===== src/rtl/mspmu_pkg.sv =====
// ----------------------------------------------------------------------------
// mspmu_pkg
// Shared constants for the multi-stream minimal standard generator: the
// multiplier, the Mersenne modulus, the field widths and the item function codes.
// ----------------------------------------------------------------------------
package mspmu_pkg;

	// Minimal standard multiplier and modulus 2^31-1.
	localparam logic [14:0] MULT = 15'd16807;
	localparam logic [30:0] MODP = 31'h7FFF_FFFF;

	// Field widths of seeds and range magnitudes.
	localparam int SEED_W = 31;
	localparam int MAG_W  = 49;

	// Item function codes.
	localparam logic [1:0] FUNC_DRAW  = 2'd0;
	localparam logic [1:0] FUNC_LOAD  = 2'd1;
	localparam logic [1:0] FUNC_CLEAR = 2'd2;

endpackage


===== src/rtl/mspmu_lcg.sv =====
// ----------------------------------------------------------------------------
// mspmu_lcg
// Bit-serial seed step: seed*16807 by shift and add over the 31 seed bits,
// then a Mersenne fold and one conditional subtract of 2^31-1.
// ----------------------------------------------------------------------------
module mspmu_lcg (
	input  logic        clk,
	input  logic        arst_n,
	input  logic        start,
	input  logic [30:0] seed,
	output logic        done,
	output logic [30:0] seed_next
);

	typedef enum logic [1:0] {ST_IDLE, ST_MUL, ST_FOLD, ST_FIX} state_t;

	state_t      state_q;
	logic [45:0] prod_q;
	logic [4:0]  cnt_q;
	logic [31:0] fold_q;
	logic        done_q;
	logic [30:0] seed_next_q;

	logic [15:0] step_sum;
	logic [31:0] fold_sum;
	logic [31:0] modp_ext;

	// One multiplier bit per cycle: the low bit of the shift register
	// decides whether the constant joins the upper part.
	assign step_sum = {1'b0, prod_q[45:31]} +
		(prod_q[0] ? {1'b0, mspmu_pkg::MULT} : 16'd0);

	// Fold the 46-bit product: high bits weigh one modulo 2^31-1.
	assign fold_sum = {17'd0, prod_q[45:31]} + {1'b0, prod_q[30:0]};
	assign modp_ext = {1'b0, mspmu_pkg::MODP};

	// Sequencer and datapath registers.
	always_ff @(posedge clk or negedge arst_n) begin
		if (!arst_n) begin
			state_q     <= ST_IDLE;
			prod_q      <= '0;
			cnt_q       <= '0;
			fold_q      <= '0;
			done_q      <= 1'b0;
			seed_next_q <= '0;
		end else begin
			done_q <= 1'b0;
			unique case (state_q)
				ST_IDLE: begin
					if (start) begin
						prod_q  <= {15'd0, seed};
						cnt_q   <= '0;
						state_q <= ST_MUL;
					end
				end
				ST_MUL: begin
					prod_q <= {step_sum, prod_q[30:1]};
					cnt_q  <= cnt_q + 5'd1;
					if (cnt_q == 5'(mspmu_pkg::SEED_W - 1)) begin
						state_q <= ST_FOLD;
					end
				end
				ST_FOLD: begin
					fold_q  <= fold_sum;
					state_q <= ST_FIX;
				end
				ST_FIX: begin
					seed_next_q <= (fold_q >= modp_ext) ? 31'(fold_q - modp_ext)
						: fold_q[30:0];
					done_q      <= 1'b1;
					state_q     <= ST_IDLE;
				end
				default: state_q <= ST_IDLE;
			endcase
		end
	end

	assign done      = done_q;
	assign seed_next = seed_next_q;

endmodule


===== config.mk =====
export PLATFORM = sky130hd
export DESIGN_NAME = mspmu_lcg
export DESIGN_NICKNAME = d
export VERILOG_FILES = /design/src/rtl/mspmu_pkg.sv /design/src/rtl/mspmu_lcg.sv
export SDC_FILE = /design/constraint.sdc
export NUM_CORES = 1
export LEC_CHECK = 0
export BUFFER_PORTS_ARGS = -buffer_cell sky130_fd_sc_hd__clkbuf_2
export CAP_MARGIN = 20
export CELL_PAD_IN_SITES_DETAIL_PLACEMENT = 1
export CELL_PAD_IN_SITES_GLOBAL_PLACEMENT = 2
export CORE_MARGIN = 1
export CORE_UTILIZATION = 34
export CTS_BUF_LIST = sky130_fd_sc_hd__clkbuf_16
export DETAILED_ROUTE_END_ITERATION = 7
export PLACE_DENSITY_LB_ADDON = 0.1
export RECOVER_POWER = 100
export SKIP_LAST_GASP = 1
export SYNTH_ARGS = -nofsm -noshare
export SYNTH_HDL_FRONTEND = slang
export SYNTH_SLANG_ARGS = --single-unit

===== constraint.sdc =====
create_clock -name clk -period 2.64 [get_ports clk]
set_input_delay 0.396 -clock clk [delete_from_list [all_inputs] [get_ports clk]]
set_output_delay 0.396 -clock clk [all_outputs]
set_load 0.01 [all_outputs]

# After elaboration in Yosys (flattened, before gate mapping)
# Index checks and enable logic that the tools add are counted.
word_totals:
  regBits: 117
  wordCells: 31
  input_bits: 34
  out_inout_bits: 32
op_classes:
  add_sub_neg: 4
  n_lt_le_gt_ge: 1
  mux: 10
  n_eq_ne: 6
  reduce_logical: 4
op_table:
  columns: ["operator", "count"]
  rows:
  - ["46-bit case mux with 2 select lines", 1]
  - ["46-bit two-way mux", 1]
  - ["15-bit by 31-bit adder with 32-bit output", 1]
  - ["32-bit by 31-bit greater-or-equal comparator with 1-bit output (second input constant)", 1]
  - ["31-bit two-way mux", 1]
  - ["31-bit subtractor (second input constant)", 1]
  - ["15-bit by 15-bit adder with 16-bit output", 1]
  - ["15-bit two-way mux", 1]
  - ["5-bit case mux with 2 select lines", 1]
  - ["2-bit case mux with 4 select lines", 1]
  - ["5-bit by 1-bit adder with 5-bit output (second input constant)", 1]
  - ["5-bit == test (second input constant)", 1]
  - ["5-bit two-way mux", 1]
  - ["2-bit == test (second input constant)", 2]
  - ["2-bit two-way mux", 2]
  - ["2-bit != test (second input constant)", 2]
  - ["2-bit AND reduction", 2]
  - ["2-bit by 1-bit == test with 1-bit output (second input constant)", 1]
  - ["2-bit zero test", 1]
  - ["2-bit nonzero test", 1]
  - ["1-bit two-way mux", 1]

# Longest topological paths before layout
logic_depth:
  depth_word: 3
  ltp_mapped: 9
  mapped_depth_nobuf: 9

# Worst setup path after synthesis
# Ideal clock, no wire load.
synth_timing:
  path_type: "reg2reg"
  from: "register prod_q[0]"
  to: "register fold_q[16]"
  stages_incl_launch_ff: 10
  n_path_buf: 1
  t_arrival_ns: 2.573
  path_slack_ns: -0.029
  synth_period_minus_slack_ns: 2.669
  required_time_ns: 2.545
  setup_ns: 0.095
  path_cell_list: "dfrtp_1 -> ha_1 -> fa_1 -> a21oi_1 -> o21ai_0 -> a21o_1 -> a2111oi_4 -> buf_2 -> nor2_1 -> o31ai_1"
synth_via:
  elab_chain_cells: 1
synth_lines:
  columns: ["element", "line_no", "text"]
  rows:
  - ["start, declared", "mspmu_lcg.sv:18", "logic [45:0] prod_q;"]
  - ["start signal, assigned", "mspmu_lcg.sv:51", "prod_q <= {15'd0, seed};"]
  - ["start signal, assigned", "mspmu_lcg.sv:57", "prod_q <= {step_sum, prod_q[30:1]};"]
  - ["15-bit by 31-bit adder with 32-bit output", "mspmu_lcg.sv:34", "assign fold_sum = {17'd0, prod_q[45:31]} + {1'b0, prod_q[30:0]};"]
  - ["end signal, assigned", "mspmu_lcg.sv:64", "fold_q <= fold_sum;"]
  - ["end, declared", "mspmu_lcg.sv:20", "logic [31:0] fold_q;"]
# No other way between the ends.
# A chain may end at the register's enable or synchronous reset.

# Final worst setup path
layout_timing:
  from: "register prod_q[31]"
  to: "register fold_q[30]"
# The elaborated chain is that of the path after synthesis.

==> out/results.txt <==
Combinational fraction of design power - 0.462
Pin count of the biggest net entering global routing - 63
Clock transition at path regs - 60 ps
Fmax - 398 MHz
# rows - 52
Post-synth EDFFs - 0
CTS sink count - 117
Post-layout min period - 2510 ps
Violated checks - max-capacitance violations, max-slew violations
Pwr Density - 1340 mW/mm^2
Post-synthesis sequential area ratio - 0.417
Syn Nets - 814
Area taken by multi-input logic gates - 0.00392 sq mm
Layout area overhead - 20.3%
Layout cells sized above 1 - 0.172
Synthesized area - 0.00701 sq mm
Placed inst area - 0.00778 sq mm
Yosys cell types - 66
Final Wtd Congestion - 0.787
Static Leak - 3.46 nW
Wire per inst - 17.2 um
Clock share of power - 0.214
Total gr overflow - 0
Starting Density - 0.347
Initial DRT Pass Iterations - 4
First-pass GRT wire length - 32500 um
Cell type with the highest aggregate area in the netlist - dfrtp_1
Sw Pwr - 4.88 mW
Async set-reset flop share out of synthesis - 1.00
Post-route ant nets - 0
Synth warnings - 0
Die height - 146 um
Routed wire length - 19200 um
CP Cell Sequence - ha_2 > fa_2 > a21oi_2 > o21ai_1 > a21o_2 > a2111oi_4 > buf_4 > o21ai_0 > a31oi_1
Crit share post-route - 0.952
Worst-Margin Slew - 1640 ps
Most used flip-flop cell after synthesis - dfrtp_1
Endpoints failing hold - 0
Mean post-synth cell area - 9.35 sq um
Seq pwr share - 0.324
Area share of the largest cell type after synthesis - 0.417
Clk_skew - 9.56 ps
Number of CTS-inserted buffers - 17
Internal power - 6.42 mW
Net Sw Frac - 0.432
Vias in the first global route - 6134
Design area - 0.00844 sq mm
Width of the die - 146 um
CP Launch Type - flip-flop
RSZ-0062 raised after global routing - yes
Max incr delay on CP - 440 ps
Filler cells - 2348
CTS tree - yes
Final setup TNS - 0 ps
Required time of the critical path - 2970 ps
Htree depth - 4
Total inserted antenna cells - 0
Initial antenna violation count - 0
Residual DRC - 0
Critical path class - flip-flop to flip-flop
# IOs - 66
Core Area - 0.0202 sq mm
Synthesized instance count - 750
Hold Crit Class - primary input to flip-flop
Max-Cap Viols - 1
Root Buffer - clkbuf_16
WP data arrival - 2850 ps
DR vias - 5837
Power Total - 11.3 mW
Main area contributors after synthesis - dfrtp_1 42%, ha_1 5.0%, mux2i_1 4.9%
Status - finished, violations left
Critical path's slowest cell - a2111oi_4
Clock Path Buffers - 2
Final Util - 0.417
Drt first-iter violations - 190
Crit path max fanout - 7
Peak supply drop - 0.788 mV
Crit path capture type - flip-flop
Final Setup Violations - 0
Final Net Count - 894
Die footprint - 0.0212 sq mm
Max_slew headroom - -0.0954
Gr usage total - 0.191
Slew Viols, Final - 29
Vias per cell - 5.24
Clk_lat worst skew - 420 ps
Post-DP HPWL - 14400 um
# port buffers - 65
Register area - 0.00293 sq mm
Synth Register Bits - 117
cell type report:
type | instances | area share
tap | 270 | 0.0400
inverter | 20 | 0.00890
multi-input combinational | 576 | 0.465
clock buffer | 17 | 0.0504
clock inverter | 15 | 0.0225
timing repair buffer | 98 | 0.0664
sequential | 117 | 0.347
per-stage QoR:
stage | hold slack [ps] | setup WS [ps] | std cells
2_1_floorplan | 100 | 51.1 | 750
3_3_place_gp | 354 | 94.4 | 1076
3_5_place_dp | 356 | 2.43 | 1076
4_1_cts | 258 | 4.15 | 1109
5_1_grt | 277 | -60.8 | 1113
6_report | 272 | 126 | 1113
final timing paths:
path / cells after the start / from / endpoint / slack (ps)
worst min register to register: 2 / prod_q[10] / prod_q[10] / 520
max in group asynchronous: 3 / arst_n / fold_q[25] / 410
worst max-delay path: 9 / prod_q[31] / fold_q[30] / 130
min in group asynchronous: 2 / arst_n / seed_next[26] / 950
worst min-delay path: 3 / seed[13] / prod_q[13] / 270
worst max register to register: 9 / prod_q[31] / fold_q[30] / 130
timing repair:
action                     in CTS  in global routing
pin swaps                       0                  9
setup endpoints to repair       1                 21
hold endpoints to repair       26                  0
hold buffers                    1                  0
buffers inserted                0                  3
gates cloned                    0                  1
resized for setup               1                 15
power by group through the flow:
stage | clock network (mW) | registers [mW] | logic [mW]
floorplan | 0 | 3.48 | 3.55
global placement | 0 | 3.63 | 5.01
detailed placement | 0 | 3.70 | 5.18
CTS | 2.48 | 3.68 | 5.22
global route | 2.56 | 3.82 | 5.89
finish | 2.42 | 3.66 | 5.22
worst max-delay path, delay by kind of cell (launching register included):
kind                       cells  cell delay (ps)
buffers and inverters          1              220
DFF                            1              380
adders and majority gates      2              620
AOI/OAI and AO/OA              6             1210
cells by family after synthesis:
group,count (synthesis),synth area share
xor gates and xnor gates,50,0.0624
DFF,117,0.417
muxes,48,0.0710
and+or+nand+nor,269,0.203
AOI/OAI and AO/OA,179,0.158
adders and majority gates,30,0.0557
buffers and inverters,57,0.0325
synthesized netlist by cell type (all sizes together), types with 17 or more instances:
cell    number
nand2       84
a21oi       51
nand3       26
clkbuf      27
xnor2       35
dfrtp      117
nor2        66
o21ai       61
inv         20
ha          28
mux2i       34
nor4        17
placed cells by master, fill, tap and decap left out, drive strengths merged, types with 7 or more instances in the layout:
cell type and n:
buf 31, nor4 17, and3 10, mux2 14, dfrtp 117, a31oi 15
nand3 26, mux2i 34, nor3 14, o21ai 61, nand2 84, a211oi 8
xnor2 35, ha 28, o31ai 7, nand4 14, nor2 66, a21oi 51
or4 7, clkbuf 83, inv 24, xor2 15
registers in the layout (all words and copies together), names as in the netlist:
name / cells
fold_q: 32
prod_q: 46
state_q: 2
seed_next: 31
done: 1
cnt_q: 5
layer usage:
metal | share of wire | vias to the layer above | track usage
li1 | - | 2872 | -
met1 | 0.51 | 2874 | 0.265
met2 | 0.46 | 72 | 0.307
met3 | 0.023 | 19 | 0.0317
met4 | 0.013 | 0 | 0.0547
met5 | 0 | - | 0
Power figures use the tool's default switching activity.
