**src/rtl/mspmu_pkg.sv**
```systemverilog
// ----------------------------------------------------------------------------
// mspmu_pkg
// Shared constants for the multi-stream minimal standard generator: the
// multiplier, the Mersenne modulus, the field widths and the item function codes.
// ----------------------------------------------------------------------------
package mspmu_pkg;

	// Minimal standard multiplier and modulus 2^31-1.
	localparam logic [14:0] MULT = 15'd16807;
	localparam logic [30:0] MODP = 31'h7FFF_FFFF;

	// Field widths of seeds and range magnitudes.
	localparam int SEED_W = 31;
	localparam int MAG_W  = 49;

	// Item function codes.
	localparam logic [1:0] FUNC_DRAW  = 2'd0;
	localparam logic [1:0] FUNC_LOAD  = 2'd1;
	localparam logic [1:0] FUNC_CLEAR = 2'd2;

endpackage

```
**src/rtl/mspmu_scale.sv**
```systemverilog
// ----------------------------------------------------------------------------
// mspmu_scale
// Computes floor(seed*mag / (2^31-1)): a bit-serial 31-step multiply into an
// 80-bit shift register, then an 80-step restoring division by the modulus.
// ----------------------------------------------------------------------------
module mspmu_scale (
	input  logic        clk,
	input  logic        arst_n,
	input  logic        start,
	input  logic [30:0] seed,
	input  logic [48:0] mag,
	output logic        done,
	output logic [48:0] offset
);

	localparam int PROD_W = mspmu_pkg::SEED_W + mspmu_pkg::MAG_W;

	typedef enum logic [1:0] {ST_IDLE, ST_MUL, ST_DIV, ST_OUT} state_t;

	state_t              state_q;
	logic [PROD_W-1:0]   prod_q;
	logic [48:0]         mag_q;
	logic [30:0]         rem_q;
	logic [6:0]          cnt_q;
	logic                done_q;
	logic [48:0]         offset_q;

	logic [49:0] step_sum;
	logic [31:0] trial;
	logic [31:0] trial_diff;
	logic        trial_ge;

	// Multiply step: add the magnitude into the upper part when the
	// current seed bit is set, then shift right by one.
	assign step_sum = {1'b0, prod_q[PROD_W-1:mspmu_pkg::SEED_W]} +
		(prod_q[0] ? {1'b0, mag_q} : 50'd0);

	// Division step: bring in the next dividend bit and try the modulus.
	assign trial      = {rem_q, prod_q[PROD_W-1]};
	assign trial_diff = trial - {1'b0, mspmu_pkg::MODP};
	assign trial_ge   = (trial >= {1'b0, mspmu_pkg::MODP});

	// Sequencer and datapath registers.
	always_ff @(posedge clk or negedge arst_n) begin
		if (!arst_n) begin
			state_q  <= ST_IDLE;
			prod_q   <= '0;
			mag_q    <= '0;
			rem_q    <= '0;
			cnt_q    <= '0;
			done_q   <= 1'b0;
			offset_q <= '0;
		end else begin
			done_q <= 1'b0;
			unique case (state_q)
				ST_IDLE: begin
					if (start) begin
						prod_q  <= {49'd0, seed};
						mag_q   <= mag;
						cnt_q   <= '0;
						state_q <= ST_MUL;
					end
				end
				ST_MUL: begin
					prod_q <= {step_sum, prod_q[30:1]};
					cnt_q  <= cnt_q + 7'd1;
					if (cnt_q == 7'(mspmu_pkg::SEED_W - 1)) begin
						cnt_q   <= '0;
						rem_q   <= '0;
						state_q <= ST_DIV;
					end
				end
				ST_DIV: begin
					rem_q  <= trial_ge ? trial_diff[30:0] : trial[30:0];
					prod_q <= {prod_q[PROD_W-2:0], trial_ge};
					cnt_q  <= cnt_q + 7'd1;
					if (cnt_q == 7'(PROD_W - 1)) begin
						state_q <= ST_OUT;
					end
				end
				ST_OUT: begin
					// The quotient never exceeds the magnitude.
					offset_q <= prod_q[48:0];
					done_q   <= 1'b1;
					state_q  <= ST_IDLE;
				end
				default: state_q <= ST_IDLE;
			endcase
		end
	end

	assign done   = done_q;
	assign offset = offset_q;

endmodule

```
**config.mk**
```make
export PLATFORM = sky130hd
export DESIGN_NAME = mspmu_scale
export DESIGN_NICKNAME = d
export VERILOG_FILES = /design/src/rtl/mspmu_pkg.sv /design/src/rtl/mspmu_scale.sv
export SDC_FILE = /design/constraint.sdc
export NUM_CORES = 1
export LEC_CHECK = 0
export ABC_AREA = 1
export BUFFER_PORTS_ARGS = -buffer_cell sky130_fd_sc_hd__buf_2
export CAP_MARGIN = 5
export CORE_UTILIZATION = 40
export DETAILED_ROUTE_END_ITERATION = 6
export MAX_ROUTING_LAYER = met4
export PLACE_DENSITY_LB_ADDON = 0.12
export SLEW_MARGIN = 20
export SYNTH_ARGS = -nofsm -noshare
export SYNTH_HDL_FRONTEND = slang
export SYNTH_SLANG_ARGS = --single-unit
```
**constraint.sdc**
```tcl
create_clock -name clk -period 3.2 [get_ports clk]
set_input_delay 0.96 -clock clk [delete_from_list [all_inputs] [get_ports clk]]
set_output_delay 0.96 -clock clk [all_outputs]
set_load 0.005 [all_outputs]
```
# ---- Word-level counts from Yosys, hierarchy flattened
# Cells that the tools add are included.
dict set report op_classes {
  n_addsub 3
  order_cmp 1
  n_eq_ne 8
  n_mux 14
  reduce_logical 7
}
# op n
set op_table {}
lappend op_table {{80-bit one-hot mux with 3 select lines} 1}
lappend op_table {{80-bit 2-to-1 mux} 1}
lappend op_table {{31-bit 2-to-1 mux} 2}
lappend op_table {{31-bit one-hot mux with 2 select lines} 1}
lappend op_table {{49-bit by 49-bit adder with 50-bit output} 1}
lappend op_table {{49-bit 2-to-1 mux} 1}
lappend op_table {{32-bit by 31-bit greater-or-equal comparator with 1-bit output, second input constant} 1}
lappend op_table {{31-bit subtractor, second input constant} 1}
lappend op_table {{7-bit one-hot mux with 3 select lines} 1}
lappend op_table {{7-bit 2-to-1 mux} 2}
lappend op_table {{2-bit one-hot mux with 4 select lines} 1}
lappend op_table {{7-bit by 1-bit adder with 7-bit output, second input constant} 1}
lappend op_table {{7-bit by 5-bit == test with 1-bit output, second input constant} 1}
lappend op_table {{7-bit == test, second input constant} 1}
lappend op_table {{2-bit 2-to-1 mux} 3}
lappend op_table {{2-bit != test, second input constant} 3}
lappend op_table {{2-bit AND reduction} 3}
lappend op_table {{2-bit == test, second input constant} 2}
lappend op_table {{3-bit AND reduction} 1}
lappend op_table {{3-bit nonzero test} 1}
lappend op_table {{2-bit by 1-bit == test with 1-bit output, second input constant} 1}
lappend op_table {{2-bit zero test} 1}
lappend op_table {{2-bit nonzero test} 1}
lappend op_table {{1-bit 2-to-1 mux} 1}
dict set report word_totals {
  register_bits 219
  input_bits 83
  output_inout_bits 50
  elab_cells 40
}

# ---- Longest topological paths before layout
# Gate-level depths: netlist of run 1.
dict set report depth {
  ltp_word 3
  ltp_mapped 21
  mapped_depth_nobuf 19
}

# ---- Worst setup path before layout of run 1
# No wires, ideal clock.
dict set report synth_timing {
  path_kind {reg2reg}
  startpoint {register prod_q[0]}
  endpoint {register prod_q[66]}
  setup_ns 0.117
  t_arrival_ns 2.362
  t_required_ns 3.083
  path_slack_ns 0.721
  stages_incl_launch_ff 21
  path_buffers 2
  synth_period_minus_slack_ns 2.479
  cell_sequence {dfrtp_1 clkbuf_1 clkbuf_1 nand2_1 inv_1 ha_1 inv_1 fa_1 inv_1 nand2_1 nand2_1 and2_1 nand3b_1 nand3_1 nand2_1 nand2_1 nand2_1 nand3_1 nand2_1 nand2_1 nand2_1}
}
dict set report synth_between {
  elab_chain_len 3
}
# item line_no
set synth_lines {}
lappend synth_lines {{start, declared} mspmu_scale.sv:21} ;# logic [PROD_W-1:0] prod_q;
lappend synth_lines {{start signal, assigned} mspmu_scale.sv:58} ;# prod_q <= {49'd0, seed};
lappend synth_lines {{start signal, assigned} mspmu_scale.sv:65} ;# prod_q <= {step_sum, prod_q[30:1]};
lappend synth_lines {{start signal, assigned} mspmu_scale.sv:75} ;# prod_q <= {prod_q[PROD_W-2:0], trial_ge};
lappend synth_lines {{49-bit 2-to-1 mux} mspmu_scale.sv:36} ;# (prod_q[0] ? {1'b0, mag_q} : 50'd0);
lappend synth_lines {{49-bit by 49-bit adder with 50-bit output} mspmu_scale.sv:35} ;# assign step_sum = {1'b0, prod_q[PROD_W-1:mspmu_pkg::SEED_W]} +
lappend synth_lines {{80-bit one-hot mux with 3 select lines} mspmu_scale.sv:55} ;# unique case (state_q)
# Every way passes these cells.
# A chain may end at the register's enable or synchronous reset.

# ---- Final worst setup path of run 1
dict set report layout_timing {
  startpoint {register prod_q[0]}
  endpoint {register prod_q[78]}
}
# Same word-level chain as after synthesis.

==> results of run 1 <==
## cell type report
cell class / count / area, um^2
repair buffers: 155 / 893
clock inverters: 4 / 38.8
well taps: 468 / 586
inverters: 397 / 1490
flip-flops and latches: 219 / 5480
fillers: 3976 / 19700
multi-input cells: 1660 / 7760
clock buffers: 43 / 806
## flip-flops by register name (all words and copies together), names as in the netlist
signal,cells
rem_q,31
cnt_q,7
mag_q,49
offset,49
prod_q,80
done,1
state_q,2
## layout by cell type, fill, tap and decap left out, drive strengths merged
master | netlist | layout
a22oi | 2 | 2
clkbuf | 58 | 43
o32ai | 1 | 1
nor3 | 20 | 20
a21o | 1 | 1
and3 | 1 | 1
nor2 | 192 | 192
o211ai | 1 | 1
nand3 | 77 | 77
a21boi | 1 | 1
and2 | 1 | 1
fa | 1 | 1
a31oi | 2 | 2
o22ai | 48 | 48
buf | 21 | 155
a221oi | 29 | 29
o21ai | 130 | 130
xnor2 | 3 | 3
nor4 | 8 | 8
ha | 56 | 56
nand3b | 1 | 1
inv | 396 | 397
clkinv | 1 | 4
o21bai | 3 | 3
dfrtp | 219 | 219
a21oi | 111 | 111
nand4 | 18 | 18
or2 | 1 | 1
xor2 | 22 | 22
nand2 | 930 | 930
## timing repair
action / 4_1_cts / 5_1_grt
endpoints found under the setup margin: 0 / 1
gates resized for setup: 0 / 1
endpoints found under the hold margin: 0 / 0
## stage by stage
step | cell area [um^2] | cells
2_1_floorplan | 15000 | 2355
3_3_place_gp | 16200 | 2899
3_5_place_dp | 16200 | 2899
4_1_cts | 17100 | 2946
5_1_grt | 17100 | 2946
6_report | 17100 | 2946
## where the power goes
part,internal (W),switching [W],total [W]
sequential,0.00389,0.000788,0.00467
combinational,0.00234,0.00465,0.00699
clock,0.00172,0.00123,0.00294
total,0.00794,0.00666,0.0146
## routing by layer
layer	GRT usage	wire length, um	share of wire	vias to the layer above
met3	0.0246	1660	0.035	63
met5	-	0	0	-
met1	0.351	22700	0.49	6747
li1	-	-	-	7528
met4	0.0694	1220	0.026	0
met2	0.412	21100	0.45	283
## worst max-delay path, stage by stage (launching register included)
cell and delay (ns):
dfrtp_2 0.51, nand2_1 0.10, inv_1 0.06, ha_1 0.23, inv_1 0.07, fa_1 0.36
inv_1 0.17, nand2_1 0.11, nand2_1 0.12, nand3_1 0.09, nand2_1 0.16, nand2_1 0.07
nand2_1 0.24, nand2_1 0.13, nand3_1 0.12, nand2_1 0.05, nand3_1 0.09, nand2_1 0.07
nand2_1 0.06, nand2_1 0.05
## cells by family after synthesis
group | count (synthesis)
AO/OA/AOI/OAI | 329
XOR/XNOR | 25
adder cells (fa/ha/maj) | 57
buffers and inverters | 476
flip-flops | 219
AND/OR/NAND/NOR | 1249
## worst max path at each step
stage                    from    endpoint  slack (ns)
global route        prod_q[0]  prod_q[66]        0.01
detailed placement  prod_q[0]  prod_q[66]        0.20
floorplan           prod_q[0]  prod_q[66]        0.72
CTS                 prod_q[0]  prod_q[66]        0.18
finish              prod_q[0]  prod_q[78]        0.21
global placement    prod_q[0]  prod_q[66]        0.14
==> run_results.csv, run 1 <==
group,metric,value,unit
synth,synthAdderAreaFrac,0.0480,
die,num_rows,70,
die,die_h,196,um
routing,viasPerCell,4.96,
synth,synth.avg_cell_area,6.38,um^2
layout,fin_nets,2600,
place,gp_congestion,0.994,
timing,slew_headroom,0.334,
routing,initialDrtViolationCount,939,
worst_setup_path,r2r_start,"prod_q[0]",
timing,finalClockSkew,0.0148,ns
worst_setup_path,critPathKind,"flop to flop",
synth,synth_xor_area_frac,0.0146,
timing,hold_viol,0,
place,numPortBuffers,132,
place,place_worst_setup_slack,0.196,ns
clocking,cts_setup_buffers,0,
die,die_area,0.0383,mm^2
worst_setup_path,start_kind,"flop",
clocking,path_clk_slew,0.06,ns
worst_setup_path,critPathRequiredTime,3.66,ns
clocking,cts_max_level,1,
synth,synth-compound-area-share,0.123,
global_routing,antenna_found_initial,0,
global_routing,grt_max_degree,100,
routing,route.detailed.drc,0,
pwr,p_leak,9.36,nW
timing,tightestPinTransition,0.999,ns
timing,rsz0062_at_grt,"false",
routing,wl_per_cell,15.9,um
clocking,numCtsBuffers,27,
place,post-dp-hpwl,35200,um
synth,yosysMostFrequentCell,"nand2_1",
worst_setup_path,cp.arrival,3.45,ns
worst_setup_path,worstSetupEndpointType,"flop",
timing,setup_tns,0,ns
synth,ys_top_cells_by_count,"928 x nand2_1, 394 x inv_1, 219 x dfrtp_1",
routing,ant_nets,0,
synth,yosysWarnings,0,
worst_setup_path,reg2reg_slack,0.21,ns
synth,syn_area,0.0150,mm^2
synth,ys_seq_elements,219,
synth,ys_seq_area_frac,0.365,
layout,area_growth,13.5,%
synth,synth_area_leaders,"dfrtp_1 36%, nand2_1 23%, inv_1 9.8%",
synth,yosysTopAreaCell,"dfrtp_1",
global_routing,first_global_vias,14400,
synth,synth_top_family_by_area,"simple AND/OR/NAND/NOR gates",
synth,async_flop_share,1.00,
pwr,peakVddDrop,0.523,mV
clocking,clockBufferDepth,3,
timing,min_period_over_period,0.933,
synth,synth-edff-count,0,
clocking,root_buffer,"clkbuf_16",
die,die_x,196,um
clocking,worstSkewPairLatency,0.57,ns
pwr,p_per_area,857,mW/mm^2
routing,vias,14600,
timing,slew_violations,0,
synth,synth-simple-area-share,0.327,
routing,wl,46700,um
synth,synthCells,2355,
synth,synth_mux_area_frac,0,
die,ioPinCount,133,
synth,synth_fp_nets,2495,
timing,finalSetupViolCount,0,
clocking,clock_sinks,219,
layout,drive_gt1_frac,0.0860,
timing,fmax,335,MHz
timing,period_needed,2.99,ns
run,maxCapViolations,0,
die,fp.coreArea,0.0368,mm^2
global_routing,grt_pass1_wl,76700,um
hold_path,hold_path.class,"primary input to async pin",
routing,drtPass1Iterations,5,
worst_setup_path,reg2reg_to,"prod_q[78]",
layout,post-route-util,0.464,
timing,setup_slack,0.214,ns
clocking,cts_tree,"yes",
synth,ys_types,38,
worst_setup_path,worstRegToRegCells,19,
synth,synth_ff_type,"dfrtp_1",
synth,synth.top_cell.area_share,0.365,
worst_setup_path,path_max_fanout,13,
die,initial_core_util,0.408,
clocking,cts_hold_buf,0,
pwr,finalPower,0.0146,W
global_routing,grt-ovfl-total,0,
timing,holdWs,0.295,ns
layout,antenna_cells,0,
global_routing,globalRouteTotalUtil,0.258,
run_status,status,"finished clean",
Note: power is estimated with default switching activity, not from simulation.
==> run 2, diff against run 1 <==
--- a/config.mk
+++ b/config.mk
@@ -11,7 +11,7 @@
 export CORE_UTILIZATION = 40
 export DETAILED_ROUTE_END_ITERATION = 6
 export MAX_ROUTING_LAYER = met4
-export PLACE_DENSITY_LB_ADDON = 0.12
+export PLACE_DENSITY_LB_ADDON = 0.08
 export SLEW_MARGIN = 20
 export SYNTH_ARGS = -nofsm -noshare
 export SYNTH_HDL_FRONTEND = slang
==> run 2 against run 1 <==
Final cell count rose by 0.14%. Power down 0.13%. Setup slack gained 0.10 ns. Cell area is 0.30% higher. Flip-flop and latch count did not move. Via count grew 0.62%. Global-route usage is 0.41 points lower. Sequential power is 1% lower. First-iteration DRC count grew 4.3%. Critical path depth decreased by 2. Routed wire length decreased by 0.65%.
==> run_results.csv, run 2 (synthesis results as in run 1) <==
group,metric,value,unit
run_status,status,"finished clean",
worst_setup_path,cp_num_buf_inv,3,
pwr,intPower,0.00803,W
die,die_area,0.0383,mm^2
pwr,peakVddDrop,0.984,mV
timing,finalClockSkew,0.0168,ns
hold_path,hold_path.class,"primary input to async pin",
die,fp.coreArea,0.0368,mm^2
worst_setup_path,cp_num_cells,17,
routing,ant_nets,0,
timing,min_period_over_period,0.901,
routing,wl_per_cell,15.7,um
routing,viasPerCell,4.99,
clocking,cts_setup_buffers,0,
worst_setup_path,cp.arrival,3.31,ns
pwr,clock_power_share,0.208,
timing,fmax,347,MHz
worst_setup_path,worst_path_largest_cell_delay,0.42,ns
place,post-dp-hpwl,34500,um
layout,mostFrequentLayoutCell,"nand2_1",
global_routing,antenna_found_initial,2,
die,initial_core_util,0.408,
worst_setup_path,start_kind,"flop",
pwr,finalPower,0.0146,W
pwr,p_leak,9.38,nW
clocking,root_buffer,"clkbuf_16",
worst_setup_path,slowest_stage,"dfrtp_2",
die,num_rows,70,
place,numPortBuffers,132,
layout,n_fill_cell,3987,
clocking,path_clk_slew,0.06,ns
clocking,cts_tree,"yes",
clocking,worstSkewPairLatency,0.55,ns
pwr,p_seq_frac,0.317,
worst_setup_path,reg2reg_to,"prod_q[66]",
timing,slew_violations,0,
routing,drtPass1Iterations,5,
pwr,switching_share,0.449,
worst_setup_path,worstRegToRegCells,17,
clocking,numCtsBuffers,26,
layout,layout_common_cells,"927 x nand2_1, 393 x inv_1, 218 x dfrtp_1",
clocking,clock_sinks,219,
layout,drive_gt1_frac,0.0871,
worst_setup_path,path_common_cell,"nand2_1",
global_routing,first_global_vias,14400,
global_routing,grt-ovfl-total,0,
pwr,p_switching,0.00655,W
layout,largest-register,"prod_q",
worst_setup_path,critPathTopFamily,"simple AND/OR/NAND/NOR gates",
timing,period_needed,2.88,ns
pwr,p_comb_frac,0.476,
layout,fin_nets,2601,
routing,vias,14700,
routing,wl,46400,um
routing,initialDrtViolationCount,979,
worst_setup_path,path_max_fanout,26,
timing,tightestPinTransition,0.997,ns
global_routing,globalRouteTotalUtil,0.254,
worst_setup_path,reg2reg_slack,0.32,ns
global_routing,grt_max_degree,100,
layout,final_cells,2950,
timing,hold_viol,0,
routing,route.detailed.drc,0,
die,ioPinCount,133,
timing,setup_tns,0,ns
die,die_x,196,um
layout,largest_register_ffs,80,
worst_setup_path,critPathRequiredTime,3.63,ns
timing,rsz0062_at_grt,"false",
worst_setup_path,crit_start,"prod_q[0]",
clocking,clockBufferDepth,3,
die,die_h,196,um
layout,area_growth,13.9,%
layout,multi_input_area,0.00775,mm^2
worst_setup_path,worstSetupEndpointType,"flop",
pwr,p_per_area,853,mW/mm^2
timing,slew_headroom,0.336,
run,maxCapViolations,0,
worst_setup_path,r2r_start,"prod_q[0]",
global_routing,grt_pass1_wl,76100,um
worst_setup_path,cp_cell_sequence,"buf_12 -> nand2_1 -> inv_1 -> ha_1 -> nand2_1 -> nor2_1 -> inv_1 -> nor2_1 -> nand3b_1 -> nand3_1 -> nand2_1 -> nand2_1 -> nand2_1 -> nand3_1 -> nand2_1 -> nand2_1 -> nand2_1",
place,gp_congestion,0.984,
layout,ff_latch_area,0.00548,mm^2
timing,finalSetupViolCount,0,
clocking,cts_hold_buf,0,
clocking,post_cts_resize_count,0,
worst_setup_path,critPathKind,"flop to flop",
clocking,cts_max_level,1,
place,dp.cells,2901,
[run 2: changes by cell type in the layout (fill, tap and decap cells not counted), moves of 2 or more]
cell        before  now
diode_2          0    2
clkinvlp_4       0    2
clkbuf_8         7    5
clkbuf_1         9    7
clkinv_2         2    4
bufinv_16        0    2
[run 2: power by group through the flow]
stage	Combinational, W	Clock (W)	Sequential, W
CTS	0.00703	0.00312	0.00462
detailed placement	0.00700	0	0.00464
finish	0.00694	0.00303	0.00462
floorplan	0.00481	0	0.00447
global route	0.00790	0.00322	0.00476
global placement	0.00693	0	0.00465
[run 2: area by class of cell]
class,count,share of cell area
clock buffer,39,0.0451
antenna,2,0.000293
clock inverter,8,0.00556
sequential,219,0.320
multi-input combinational,1660,0.453
tap,468,0.0342
inverter,397,0.0871
timing repair buffer,157,0.0538
[run 2: metrics by stage]
step / utilization / area, um^2 / setup slack, ns / hold slack [ns]
finish: 0.465 / 17100 / 0.316 / 0.377
global route: 0.465 / 17100 / 0.0767 / 0.423
CTS: 0.465 / 17100 / 0.300 / 0.389
detailed placement: 0.441 / 16200 / 0.314 / 0.465
global placement: 0.441 / 16200 / 0.309 / 0.465
floorplan: - / 15000 / 0.721 / 0.449
[run 2: worst max-delay path by stage]
| stage | end | slack (ns) |
|---|---|---|
| floorplan | prod_q[66] | 0.72 |
| global placement | prod_q[65] | 0.31 |
| detailed placement | prod_q[65] | 0.31 |
| CTS | prod_q[65] | 0.30 |
| global route | prod_q[66] | 0.08 |
| finish | prod_q[66] | 0.32 |
[run 2: layer usage]
layer / vias up / global-route usage / wire (um)
met5: - / - / 0
met4: 0 / 0.0611 / 1090
met3: 70 / 0.0244 / 1910
met2: 309 / 0.405 / 21000
met1: 6798 / 0.348 / 22400
li1: 7534 / - / -
